$ cat src/hdl/aesd_pkg.sv
// ----------------------------------------------------------------------------
// AES-128 decrypt package
// Shared types, constants and GF(2^8) byte and column functions.
// ----------------------------------------------------------------------------
package aesd_pkg;

  localparam int unsigned HALF_W   = 64;
  localparam int unsigned BLOCK_W  = 128;
  localparam int unsigned NR       = 10;
  localparam int unsigned NKEYS    = NR + 1;
  localparam logic [7:0]  GF_POLY  = 8'h1B;

  // register indexes
  localparam logic REG_KEY_HIGH = 1'b0;
  localparam logic REG_KEY_LOW  = 1'b1;

  typedef enum logic [1:0] {
    ST_IDLE,
    ST_EXPAND,
    ST_ROUND,
    ST_DONE
  } aesd_state_t;

  // controller -> datapath
  typedef struct packed {
    logic       load;       // capture ciphertext, start key expansion
    logic       expand;     // compute next round key
    logic       init_add;   // add last round key
    logic       round;      // perform one inverse round
    logic       last;       // final round, no InvMixColumns
    logic [3:0] key_wr_idx;
    logic [3:0] key_rd_idx;
  } aesd_cmd_t;

  function automatic logic [7:0] xtime(input logic [7:0] v);
    xtime = {v[6:0], 1'b0} ^ (v[7] ? GF_POLY : 8'h00);
  endfunction

  function automatic logic [7:0] sbox(input logic [7:0] a);
    logic [7:0] t [256];
    t = '{
      8'h63,8'h7c,8'h77,8'h7b,8'hf2,8'h6b,8'h6f,8'hc5,8'h30,8'h01,8'h67,8'h2b,8'hfe,8'hd7,8'hab,8'h76,
      8'hca,8'h82,8'hc9,8'h7d,8'hfa,8'h59,8'h47,8'hf0,8'had,8'hd4,8'ha2,8'haf,8'h9c,8'ha4,8'h72,8'hc0,
      8'hb7,8'hfd,8'h93,8'h26,8'h36,8'h3f,8'hf7,8'hcc,8'h34,8'ha5,8'he5,8'hf1,8'h71,8'hd8,8'h31,8'h15,
      8'h04,8'hc7,8'h23,8'hc3,8'h18,8'h96,8'h05,8'h9a,8'h07,8'h12,8'h80,8'he2,8'heb,8'h27,8'hb2,8'h75,
      8'h09,8'h83,8'h2c,8'h1a,8'h1b,8'h6e,8'h5a,8'ha0,8'h52,8'h3b,8'hd6,8'hb3,8'h29,8'he3,8'h2f,8'h84,
      8'h53,8'hd1,8'h00,8'hed,8'h20,8'hfc,8'hb1,8'h5b,8'h6a,8'hcb,8'hbe,8'h39,8'h4a,8'h4c,8'h58,8'hcf,
      8'hd0,8'hef,8'haa,8'hfb,8'h43,8'h4d,8'h33,8'h85,8'h45,8'hf9,8'h02,8'h7f,8'h50,8'h3c,8'h9f,8'ha8,
      8'h51,8'ha3,8'h40,8'h8f,8'h92,8'h9d,8'h38,8'hf5,8'hbc,8'hb6,8'hda,8'h21,8'h10,8'hff,8'hf3,8'hd2,
      8'hcd,8'h0c,8'h13,8'hec,8'h5f,8'h97,8'h44,8'h17,8'hc4,8'ha7,8'h7e,8'h3d,8'h64,8'h5d,8'h19,8'h73,
      8'h60,8'h81,8'h4f,8'hdc,8'h22,8'h2a,8'h90,8'h88,8'h46,8'hee,8'hb8,8'h14,8'hde,8'h5e,8'h0b,8'hdb,
      8'he0,8'h32,8'h3a,8'h0a,8'h49,8'h06,8'h24,8'h5c,8'hc2,8'hd3,8'hac,8'h62,8'h91,8'h95,8'he4,8'h79,
      8'he7,8'hc8,8'h37,8'h6d,8'h8d,8'hd5,8'h4e,8'ha9,8'h6c,8'h56,8'hf4,8'hea,8'h65,8'h7a,8'hae,8'h08,
      8'hba,8'h78,8'h25,8'h2e,8'h1c,8'ha6,8'hb4,8'hc6,8'he8,8'hdd,8'h74,8'h1f,8'h4b,8'hbd,8'h8b,8'h8a,
      8'h70,8'h3e,8'hb5,8'h66,8'h48,8'h03,8'hf6,8'h0e,8'h61,8'h35,8'h57,8'hb9,8'h86,8'hc1,8'h1d,8'h9e,
      8'he1,8'hf8,8'h98,8'h11,8'h69,8'hd9,8'h8e,8'h94,8'h9b,8'h1e,8'h87,8'he9,8'hce,8'h55,8'h28,8'hdf,
      8'h8c,8'ha1,8'h89,8'h0d,8'hbf,8'he6,8'h42,8'h68,8'h41,8'h99,8'h2d,8'h0f,8'hb0,8'h54,8'hbb,8'h16};
    sbox = t[a];
  endfunction

  function automatic logic [7:0] inv_sbox(input logic [7:0] a);
    logic [7:0] t [256];
    t = '{
      8'h52,8'h09,8'h6a,8'hd5,8'h30,8'h36,8'ha5,8'h38,8'hbf,8'h40,8'ha3,8'h9e,8'h81,8'hf3,8'hd7,8'hfb,
      8'h7c,8'he3,8'h39,8'h82,8'h9b,8'h2f,8'hff,8'h87,8'h34,8'h8e,8'h43,8'h44,8'hc4,8'hde,8'he9,8'hcb,
      8'h54,8'h7b,8'h94,8'h32,8'ha6,8'hc2,8'h23,8'h3d,8'hee,8'h4c,8'h95,8'h0b,8'h42,8'hfa,8'hc3,8'h4e,
      8'h08,8'h2e,8'ha1,8'h66,8'h28,8'hd9,8'h24,8'hb2,8'h76,8'h5b,8'ha2,8'h49,8'h6d,8'h8b,8'hd1,8'h25,
      8'h72,8'hf8,8'hf6,8'h64,8'h86,8'h68,8'h98,8'h16,8'hd4,8'ha4,8'h5c,8'hcc,8'h5d,8'h65,8'hb6,8'h92,
      8'h6c,8'h70,8'h48,8'h50,8'hfd,8'hed,8'hb9,8'hda,8'h5e,8'h15,8'h46,8'h57,8'ha7,8'h8d,8'h9d,8'h84,
      8'h90,8'hd8,8'hab,8'h00,8'h8c,8'hbc,8'hd3,8'h0a,8'hf7,8'he4,8'h58,8'h05,8'hb8,8'hb3,8'h45,8'h06,
      8'hd0,8'h2c,8'h1e,8'h8f,8'hca,8'h3f,8'h0f,8'h02,8'hc1,8'haf,8'hbd,8'h03,8'h01,8'h13,8'h8a,8'h6b,
      8'h3a,8'h91,8'h11,8'h41,8'h4f,8'h67,8'hdc,8'hea,8'h97,8'hf2,8'hcf,8'hce,8'hf0,8'hb4,8'he6,8'h73,
      8'h96,8'hac,8'h74,8'h22,8'he7,8'had,8'h35,8'h85,8'he2,8'hf9,8'h37,8'he8,8'h1c,8'h75,8'hdf,8'h6e,
      8'h47,8'hf1,8'h1a,8'h71,8'h1d,8'h29,8'hc5,8'h89,8'h6f,8'hb7,8'h62,8'h0e,8'haa,8'h18,8'hbe,8'h1b,
      8'hfc,8'h56,8'h3e,8'h4b,8'hc6,8'hd2,8'h79,8'h20,8'h9a,8'hdb,8'hc0,8'hfe,8'h78,8'hcd,8'h5a,8'hf4,
      8'h1f,8'hdd,8'ha8,8'h33,8'h88,8'h07,8'hc7,8'h31,8'hb1,8'h12,8'h10,8'h59,8'h27,8'h80,8'hec,8'h5f,
      8'h60,8'h51,8'h7f,8'ha9,8'h19,8'hb5,8'h4a,8'h0d,8'h2d,8'he5,8'h7a,8'h9f,8'h93,8'hc9,8'h9c,8'hef,
      8'ha0,8'he0,8'h3b,8'h4d,8'hae,8'h2a,8'hf5,8'hb0,8'hc8,8'heb,8'hbb,8'h3c,8'h83,8'h53,8'h99,8'h61,
      8'h17,8'h2b,8'h04,8'h7e,8'hba,8'h77,8'hd6,8'h26,8'he1,8'h69,8'h14,8'h63,8'h55,8'h21,8'h0c,8'h7d};
    inv_sbox = t[a];
  endfunction

  // InvMixColumns on one 32-bit column, byte 0 in the top bits
  function automatic logic [31:0] inv_mix_col(input logic [31:0] c);
    logic [7:0] a [4];
    logic [7:0] x2 [4];
    logic [7:0] x4 [4];
    logic [7:0] x8 [4];
    logic [7:0] m9 [4];
    logic [7:0] mb [4];
    logic [7:0] md [4];
    logic [7:0] me [4];
    for (int i = 0; i < 4; i++) begin
      a[i]  = c[31 - 8*i -: 8];
      x2[i] = xtime(a[i]);
      x4[i] = xtime(x2[i]);
      x8[i] = xtime(x4[i]);
      m9[i] = x8[i] ^ a[i];
      mb[i] = x8[i] ^ x2[i] ^ a[i];
      md[i] = x8[i] ^ x4[i] ^ a[i];
      me[i] = x8[i] ^ x4[i] ^ x2[i];
    end
    inv_mix_col = {me[0] ^ mb[1] ^ md[2] ^ m9[3],
                   m9[0] ^ me[1] ^ mb[2] ^ md[3],
                   md[0] ^ m9[1] ^ me[2] ^ mb[3],
                   mb[0] ^ md[1] ^ m9[2] ^ me[3]};
  endfunction

endpackage

$ cat src/hdl/aesd_ctrl.sv
// ----------------------------------------------------------------------------
// AES-128 decrypt controller
// Sequences key expansion, initial key add and ten inverse rounds.
// ----------------------------------------------------------------------------
module aesd_ctrl (
  input  logic                clk,
  input  logic                rst,
  input  logic                in_valid,
  output logic                in_ready,
  output logic                out_valid,
  input  logic                out_ready,
  output aesd_pkg::aesd_cmd_t cmd
);
  import aesd_pkg::*;

  aesd_state_t state, state_next;
  logic [3:0]  cnt, cnt_next;

  always_ff @(posedge clk) begin
    if (rst) begin
      state <= ST_IDLE;
      cnt   <= '0;
    end else begin
      state <= state_next;
      cnt   <= cnt_next;
    end
  end

  // cnt: key index written while expanding; round number while decrypting
  always_comb begin
    state_next = state;
    cnt_next   = cnt;
    cmd        = '0;
    in_ready   = 1'b0;
    out_valid  = 1'b0;
    unique case (state)
      ST_IDLE: begin
        in_ready = 1'b1;
        if (in_valid) begin
          cmd.load       = 1'b1;
          cmd.key_wr_idx = 4'd0;
          cnt_next       = 4'd1;
          state_next     = ST_EXPAND;
        end
      end
      ST_EXPAND: begin
        cmd.expand     = 1'b1;
        cmd.key_wr_idx = cnt;
        if (cnt == 4'(NR)) begin
          cnt_next   = 4'd0;
          state_next = ST_ROUND;
        end else begin
          cnt_next = cnt + 4'd1;
        end
      end
      ST_ROUND: begin
        // cnt 0: initial add with key NR from the expansion register;
        // each cycle reads the key for the next round
        cmd.init_add   = (cnt == 4'd0);
        cmd.round      = (cnt != 4'd0);
        cmd.last       = (cnt == 4'(NR));
        cmd.key_rd_idx = (cnt == 4'(NR)) ? 4'd0 : 4'(NR) - cnt - 4'd1;
        if (cnt == 4'(NR)) begin
          state_next = ST_DONE;
        end else begin
          cnt_next = cnt + 4'd1;
        end
      end
      ST_DONE: begin
        out_valid = 1'b1;
        if (out_ready) begin
          state_next = ST_IDLE;
        end
      end
      default: state_next = ST_IDLE;
    endcase
  end

  a_rounds_bound: assert property (@(posedge clk) disable iff (rst)
    state == ST_ROUND |-> cnt <= 4'(NR)) else $error("round count overrun");
  a_done_after_last: assert property (@(posedge clk) disable iff (rst)
    $rose(state == ST_DONE) |-> $past(cmd.last)) else $error("done without last round");
  a_no_accept_busy: assert property (@(posedge clk) disable iff (rst)
    state != ST_IDLE |-> !in_ready) else $error("ready while busy");
endmodule
$ cat config.mk
export PLATFORM = sky130hd
export DESIGN_NAME = aesd_ctrl
export DESIGN_NICKNAME = d
export VERILOG_FILES = /design/src/hdl/aesd_pkg.sv /design/src/hdl/aesd_ctrl.sv
export SDC_FILE = /design/constraint.sdc
export NUM_CORES = 1
export LEC_CHECK = 0
export CORE_AREA = 2 2 39 41
export CTS_CLUSTER_SIZE = 14
export DETAILED_ROUTE_END_ITERATION = 7
export DIE_AREA = 0 0 41 43
export DONT_BUFFER_PORTS = 1
export PLACE_DENSITY = 0.61
export SYNTH_ARGS = -nofsm -noshare
export SYNTH_HDL_FRONTEND = slang
export SYNTH_SLANG_ARGS = --single-unit
$ cat constraint.sdc
create_clock -name clk -period 1.7 [get_ports clk]
set_input_delay 0.085 -clock clk [delete_from_list [all_inputs] [get_ports clk]]
set_output_delay 0.085 -clock clk [all_outputs]
set_load 0.01 [all_outputs]
# Yosys cells after proc, flatten, opt, wreduce, memory -nomap -nowiden
# Cells that the tools add are included.
# classes
n_eq_ne,9
add_sub_neg,3
n_reduce_logical,6
multipliers,0
n_div,0
bitwise,0
shifts,0
order_cmp,0
n_mux,18
# op_table
cell,count
two-way mux 4 bit,6
one-hot mux 4 bit (3 select lines),1
"!= test 2 bit, second input constant",5
two-way mux 2 bit,4
one-hot mux 2 bit (4 select lines),1
two-way mux 1 bit,5
"adder 4 x 1 -> 4 bit, second input constant",1
"equality test 2 bit, second input constant",2
"equality test 4 bit, second input constant",1
logical NOT 4 bit,1
AND reduction 4 bit,1
nonzero test 4 bit,1
"subtractor 4 x 1 -> 4 bit, second input constant",1
"subtractor 4 bit, first input constant",1
two-way mux 3 bit,1
AND reduction 3 bit,1
nonzero test 3 bit,1
"equality test 2 x 1 -> 1 bit, second input constant",1
logical NOT 2 bit,1
# totals
in_bits,4
ramBits,0
elab_cells,38
mem_count,0
out_inout_bits,15
romBits,0
latch_bits,0
regBits,6

# Logic depth before layout (Yosys ltp)
# Gate-level depths: netlist (run 1).
# logic_depth
ltp_word,4
mapped_depth,6
ltp_nobuf,6

# Worst setup path after synthesis (run 1)
# No wires, ideal clock.
# synth_timing
kind,register to register
from,register state[0]
to,register state[1]
synth_period_minus_slack_ps,1547
t_required_ps,1586
stages_incl_launch_ff,7
slack_ps,153
arrival_ps,1433
setup_ps,114
path_buffers,0
path_cell_list,dfxtp_1 -> inv_1 -> ha_1 -> or2_1 -> a211oi_2 -> mux2i_1 -> nor2_1
# synth_between
elab_chain_cells,3
word_cells_on_any_way,10
cone_classes,7 x eq/ne; 1 x mux; 2 x reduce/logical
# synth_lines
element,line_no,text
start: declaration,aesd_ctrl.sv:16,"aesd_state_t state, state_next;"
start signal: assignment,aesd_ctrl.sv:24,state <= state_next;
"equality test 2 x 1 -> 1 bit, or another cell as far along",aesd_ctrl.sv:36,unique case (state)
!= test 2 bit (no line),n/a,
AND reduction 4 bit (no line),n/a,
# Parallel ways exist; a longest one is shown, timed or not.
# A chain may end at the register's enable or synchronous reset.

# Final worst setup path (run 1)
# layout_timing
from,register state[0]
to,register cnt[2]
# layout_between
elab_chain_cells,3
word_cells_on_any_way,8
cone_classes,4 x eq/ne; 1 x mux; 3 x reduce/logical
# layout_lines
element,line_no,text
"equality test 2 bit, or another cell as far along",aesd_ctrl.sv:36,
!= test 2 bit (no line) / nonzero test 3 bit (equally long branches),n/a,
AND reduction 3 bit (no line),n/a,
end signal: assignment,aesd_ctrl.sv:25,cnt <= cnt_next;
end: declaration,aesd_ctrl.sv:17,"logic [3:0] cnt, cnt_next;"
# Parallel ways exist; a longest one is shown, timed or not.

==> results.toml, run 1 <==
[power]
pwr_density_cell_nw_per_um2 = 1360
p_comb_frac = 0.615
seq_power_share = 0.238
internal-power_uw = 497
p_sw_uw = 394
p_sw_frac = 0.442
clkPwrFrac = 0.147
p_leak_uw = 0.000290
irDropWorstVdd_v = 0.000673

[floorplan]
die_area_sq_um = 1760
ioPinCount = 19
initial_core_util = 0.405
core_area_sq_um = 1380
fp.dieW_microns = 41
core.rowCount = 14
fp.dieH_microns = 43

[yosys]
synthDistinctLibCells = 27
yosysSeqAreaShare = 0.214
synth_top_area_cell = "ha_1"
ys_top_cells_by_area = "ha_1 22%, dfxtp_1 21%, nor2_1 6.0%"
syn_area_sq_um = 561
synth_warnings = 0
mappedNetlistNets = 82
synth_top_area_share = 0.223
avgSynthCellArea_sq_um = 8.24
synthCells = 68
ys_ff_latch = 6

[clocking]
cts_root_buffer = "clkbuf_4"
cts_buffer_depth = 2
clk_pin_slew_worst_paths_ns = 0.05
clk_latency_ns = 0.25
clock_sinks = 6
htreeDepth = 1
post_cts_buffers = 0
numCtsBuffers = 3
tritoncts = "done"

[cells_and_area]
layout_common_cells = "9 x nor2_1, 9 x ha_1, 6 x inv_1, 6 x buf_4, 5 x and2_1"
final_cells = 93
diodes = 0
fillerInstances = 139
drive_gt1_frac = 0.208
fin_nets = 93
area_delta_synth_final_pct = 17.2

[timing]
finClkSkew_ns = 0.00698
setup_tns_ns = 0
tightest_slew_ns = 0.343
max_freq_ghz = 0.648
maxSlewViolCount = 0
fin_crit_sh = 0.908
whs_ns = 0.135
setup_ws_ns = 0.156
setup_viol = 0
finalCriticalPeriod_ns = 1.54
hold_viol = 0
slew_headroom = 0.768
grt_setup_unrepaired = "false"

[critical_path]
r2r-end = "cnt[2]"
r2r_cells = 6
cpPeakStageDelay_ns = 0.36
slowest_stage = "dfxtp_2"
crit_path_end_kind = "flop"
path_class = "reg2reg"
startpoint_type = "flop"
arrival_ns = 1.72
worstPathRequired_ns = 1.88
cp_cell_sequence = "inv_1 > ha_1 > o21ai_0 > a41oi_1 > nand4_1 > a31oi_1"
r2r-start = "state[0]"
rrSetupSlack_ns = 0.16
crit_path_max_fanout = 5

[grt]
grt_antenna_before_repair = 0
grt_first_pass_wirelength_microns = 2040
grt_pass1_vias = 466
grt_overflow = 0
track_usage = 0.176
grt_max_degree = 8

[worst_hold_path]
hold_path.startpoint = "out_ready"
holdPathStages = 3
hold_path_end = "state[0]"
hold_class = "in2reg"

[placed_design]
dp_hpwl_microns = 978
place_inst = 89
place_congestion = 0.704
pre_cts_ws_ns = 0.0457
port_buffers = 0

[job]
max_cap_viol_count = 0

[routing]
firstDrtPassIters = 4
antenna_left = 0
wl_per_cell_microns = 13.0
vias_per_cell = 5.35
wirelength_microns = 1210
drt_iter0_drc = 1
drc = 0
vias = 498

[outcome]
status = "completed"
-- area by class of cell --
type / instances / area, sq um / share of cell area
clock buffer: 3 / 22.5 / 0.0343
inverter: 6 / 22.5 / 0.0343
multi-input combinational: 55 / 414 / 0.630
sequential: 6 / 123 / 0.187
tap: 16 / 20.0 / 0.0305
timing repair buffer: 7 / 55.1 / 0.0838
-- worst max-delay path by stage --
stage	start	end	cells past startpoint
3_5_place_dp	state[0]	state[1]	6
3_3_place_gp	state[0]	state[1]	6
5_1_grt	cnt[1]	state[1]	5
2_1_floorplan	state[0]	state[1]	6
4_1_cts	state[0]	state[1]	6
6_report	state[0]	cnt[2]	6
-- cells by family after synthesis --
family	after synthesis	synth area share
AO/OA/AOI/OAI	11	0.136
XOR/XNOR	1	0.0156
adder cells (fa/ha/maj)	10	0.223
buffers and inverters	7	0.0603
flip-flops	6	0.214
multiplexers	1	0.0179
AND/OR/NAND/NOR	32	0.333
-- Yosys cell counts --
cell	count
buf_6	1
a41oi_1	1
mux2i_1	1
dfxtp_1	6
nor3_4	1
or3_1	1
nand2b_1	2
nor3_1	1
nand2_1	2
nand3_1	3
ha_1	10
and2_1	5
nor2_1	9
a31oi_1	2
nand4_1	1
xnor2_1	1
o211a_1	1
a211oi_1	1
nand3b_1	1
or2_1	1
nor2b_1	2
inv_1	6
a211oi_2	1
and3_1	2
and4b_4	1
a21oi_1	3
o21ai_0	2
-- sequential cells by signal, indices dropped and copies added, names as in the netlist --
| signal | count |
|---|---|
| cnt | 4 |
| state | 2 |
-- routing by layer --
metal  vias up  global-route usage  wire length, microns
li1        252                   -                     -
met1       227               0.200                   514
met2        17               0.266                   601
met3         2              0.0838                    81
met4         0              0.0800                    10
met5         -                   0                     0
-- critical path: cells and delay by family (launching register included) --
kind / cells / cell delay [ns]
AO/OA/AOI/OAI: 3 / 0.60
flip-flops: 1 / 0.36
adder cells (fa/ha/maj): 1 / 0.32
AND/OR/NAND/NOR: 1 / 0.13
buffers and inverters: 1 / 0.07
-- through the flow --
| stage | area (sq um) | util | power [uW] |
|---|---|---|---|
| 5_1_grt | 657 | 0.475 | 987 |
| 6_report | 657 | 0.475 | 891 |
| 4_1_cts | 647 | 0.467 | 882 |
| 2_1_floorplan | 561 | - | 577 |
| 3_3_place_gp | 614 | 0.444 | 732 |
| 3_5_place_dp | 614 | 0.444 | 739 |
-- power by group through the flow --
stage / logic [uW] / registers [uW] / clock network [uW]
6_report: 548 / 212 / 131
5_1_grt: 620 / 220 / 146
4_1_cts: 537 / 207 / 138
3_5_place_dp: 529 / 210 / 0
3_3_place_gp: 523 / 209 / 0
2_1_floorplan: 363 / 214 / 0
-- what timing repair did --
item                                    4_1_cts  5_1_grt
endpoints found under the setup margin        0        6
gates resized for setup                       0        4
endpoints found under the hold margin         6        0
hold buffers                                  1        0
Note: power is estimated with default switching activity, not from simulation.
==> run 2, diff against run 1 <==
--- a/config.mk
+++ b/config.mk
@@ -5,12 +5,11 @@
 export SDC_FILE = /design/constraint.sdc
 export NUM_CORES = 1
 export LEC_CHECK = 0
-export CORE_AREA = 2 2 39 41
+export CORE_UTILIZATION = 35
 export CTS_CLUSTER_SIZE = 14
 export DETAILED_ROUTE_END_ITERATION = 7
-export DIE_AREA = 0 0 41 43
 export DONT_BUFFER_PORTS = 1
-export PLACE_DENSITY = 0.61
+export PLACE_DENSITY = 0.53
 export SYNTH_ARGS = -nofsm -noshare
 export SYNTH_HDL_FRONTEND = slang
 export SYNTH_SLANG_ARGS = --single-unit
==> run 2 against run 1 <==
Maximum frequency down 1.6%. Worst hold slack worse by 0.019 ns. Sequential share of layout area fell by 0.31 points. First-iteration DRC count grew to 10 times the previous value. Total power down 1.5%. Wire length down 0.66%. Global-route usage down 2.8 points. Flip-flop and latch count is the same. Die area increased by 0.15%. Clock power about the same. Combinational power up 1%. Highest routed layer unchanged.
==> results.toml, run 2 (same netlist as run 1, synthesis figures left out) <==
[outcome]
status = "completed"

[cells_and_area]
diodes = 0
top_register = "cnt"
layout.cells.most_common = "ha_1"
drive_gt1_frac = 0.167
fin_nets = 94
reg.largest.list = "cnt x4, state x2"
layout_common_cells = "10 x ha_1, 9 x nor2_1, 7 x buf_4"
area_delta_synth_final_pct = 16.7
largest_reg_flops = 4

[floorplan]
fp.dieW_microns = 42.0
core_area_sq_um = 1510
ioPinCount = 19
die_area_sq_um = 1770
fp.dieH_microns = 42.0
initial_core_util = 0.372
core.rowCount = 14

[critical_path]
path_class = "reg2reg"
startpoint_type = "flop"
cp.buffers_inverters = 1
path_delay_family = "compound AO/OA/AOI/OAI gates"
worstPathRequired_ns = 1.85
crit_path_max_fanout = 4
slowest_stage = "dfxtp_1"
cp_cell_sequence = "buf_4 > ha_1 > or2_1 > a211oi_2 > nor2_1 > a211oi_1"
crit_path_end_kind = "flop"
cpPeakStageDelay_ns = 0.30
arrival_ns = 1.71

[routing]
vias = 504
wl_per_cell_microns = 12.8
drt_iter0_drc = 10
firstDrtPassIters = 3
drc = 0
vias_per_cell = 5.36
antenna_left = 0
wirelength_microns = 1200

[grt]
grt_overflow = 0
track_usage = 0.148
grt_pass1_vias = 465
grt_first_pass_wirelength_microns = 1960
grt_antenna_before_repair = 0
grt_max_degree = 10

[clocking]
cts_root_buffer = "clkbuf_4"
cts_buffer_depth = 2
cts-hold-fix-buffers = 1
htreeDepth = 1
cts_resized = 0
numCtsBuffers = 3
clock_sinks = 6
clk_pin_slew_worst_paths_ns = 0.04
post_cts_buffers = 0
clk_latency_ns = 0.24
tritoncts = "done"

[power]
p_comb_frac = 0.632
p_leak_uw = 0.000296
clkPwrFrac = 0.150
p_sw_uw = 380
p_sw_frac = 0.433
internal-power_uw = 497
pwr_density_cell_nw_per_um2 = 1340
p_total_uw = 878
seq_power_share = 0.219
irDropWorstVdd_v = 0.000550

[timing]
grt_setup_unrepaired = "false"
setup_ws_ns = 0.132
hold_viol = 0
max_freq_ghz = 0.638
finalCriticalPeriod_ns = 1.57
finClkSkew_ns = 0.00340
setup_viol = 0
tightest_slew_ns = 0.373
fin_crit_sh = 0.922
whs_ns = 0.116
slew_headroom = 0.751
setup_tns_ns = 0
maxSlewViolCount = 0

[job]
max_cap_viol_count = 0

[placed_design]
port_buffers = 0
place_congestion = 0.728
pre_cts_ws_ns = 0.123
dp_hpwl_microns = 964

[worst_hold_path]
hold_class = "in2reg"
## run 2: worst min-delay path, delay by kind of cell
| kind | cells | cell delay [ns] |
|---|---|---|
| and+or+nand+nor | 2 | 0.13 |
| AOI/OAI and AO/OA | 1 | 0.08 |
## run 2: final cells by class
| cell class | instances | area, sq um |
|---|---|---|
| Clock buffer | 3 | 22.5 |
| Fill cell | 153 | 852 |
| Inverter | 6 | 22.5 |
| Multi-Input combinational cell | 55 | 407 |
| Sequential cell | 6 | 120 |
| Tap cell | 16 | 20.0 |
| Timing Repair Buffer | 8 | 62.6 |
## run 2: routing by layer
metal	wire (microns)	GRT usage
met2	550	0.250
met3	58	0.0388
met5	0	0
met1	580	0.163
met4	10	0.0938
## run 2: path summary, 6_finish.rpt
check / cells past startpoint / endpoint / slack, ns / start
setup reg to reg: 6 / state[0] / 0.13 / state[0]
setup / recovery: 6 / state[0] / 0.13 / state[0]
hold reg to reg: 2 / cnt[2] / 0.57 / cnt[2]
hold / removal: 3 / state[0] / 0.12 / out_ready
## run 2: through the flow
step	util	area (sq um)	instances
final	0.434	654	94
after global routing	0.434	654	94
after CTS	0.434	654	94
after global placement	0.413	622	90
after detailed placement	0.413	622	90
after floorplan	-	561	68
## run 2: power groups by stage
stage / Combinational [uW] / Sequential [uW] / Clock (uW)
floorplan: 363 / 214 / 0
global placement: 558 / 194 / 0
detailed placement: 558 / 195 / 0
CTS: 562 / 192 / 141
global route: 623 / 196 / 142
finish: 554 / 192 / 131
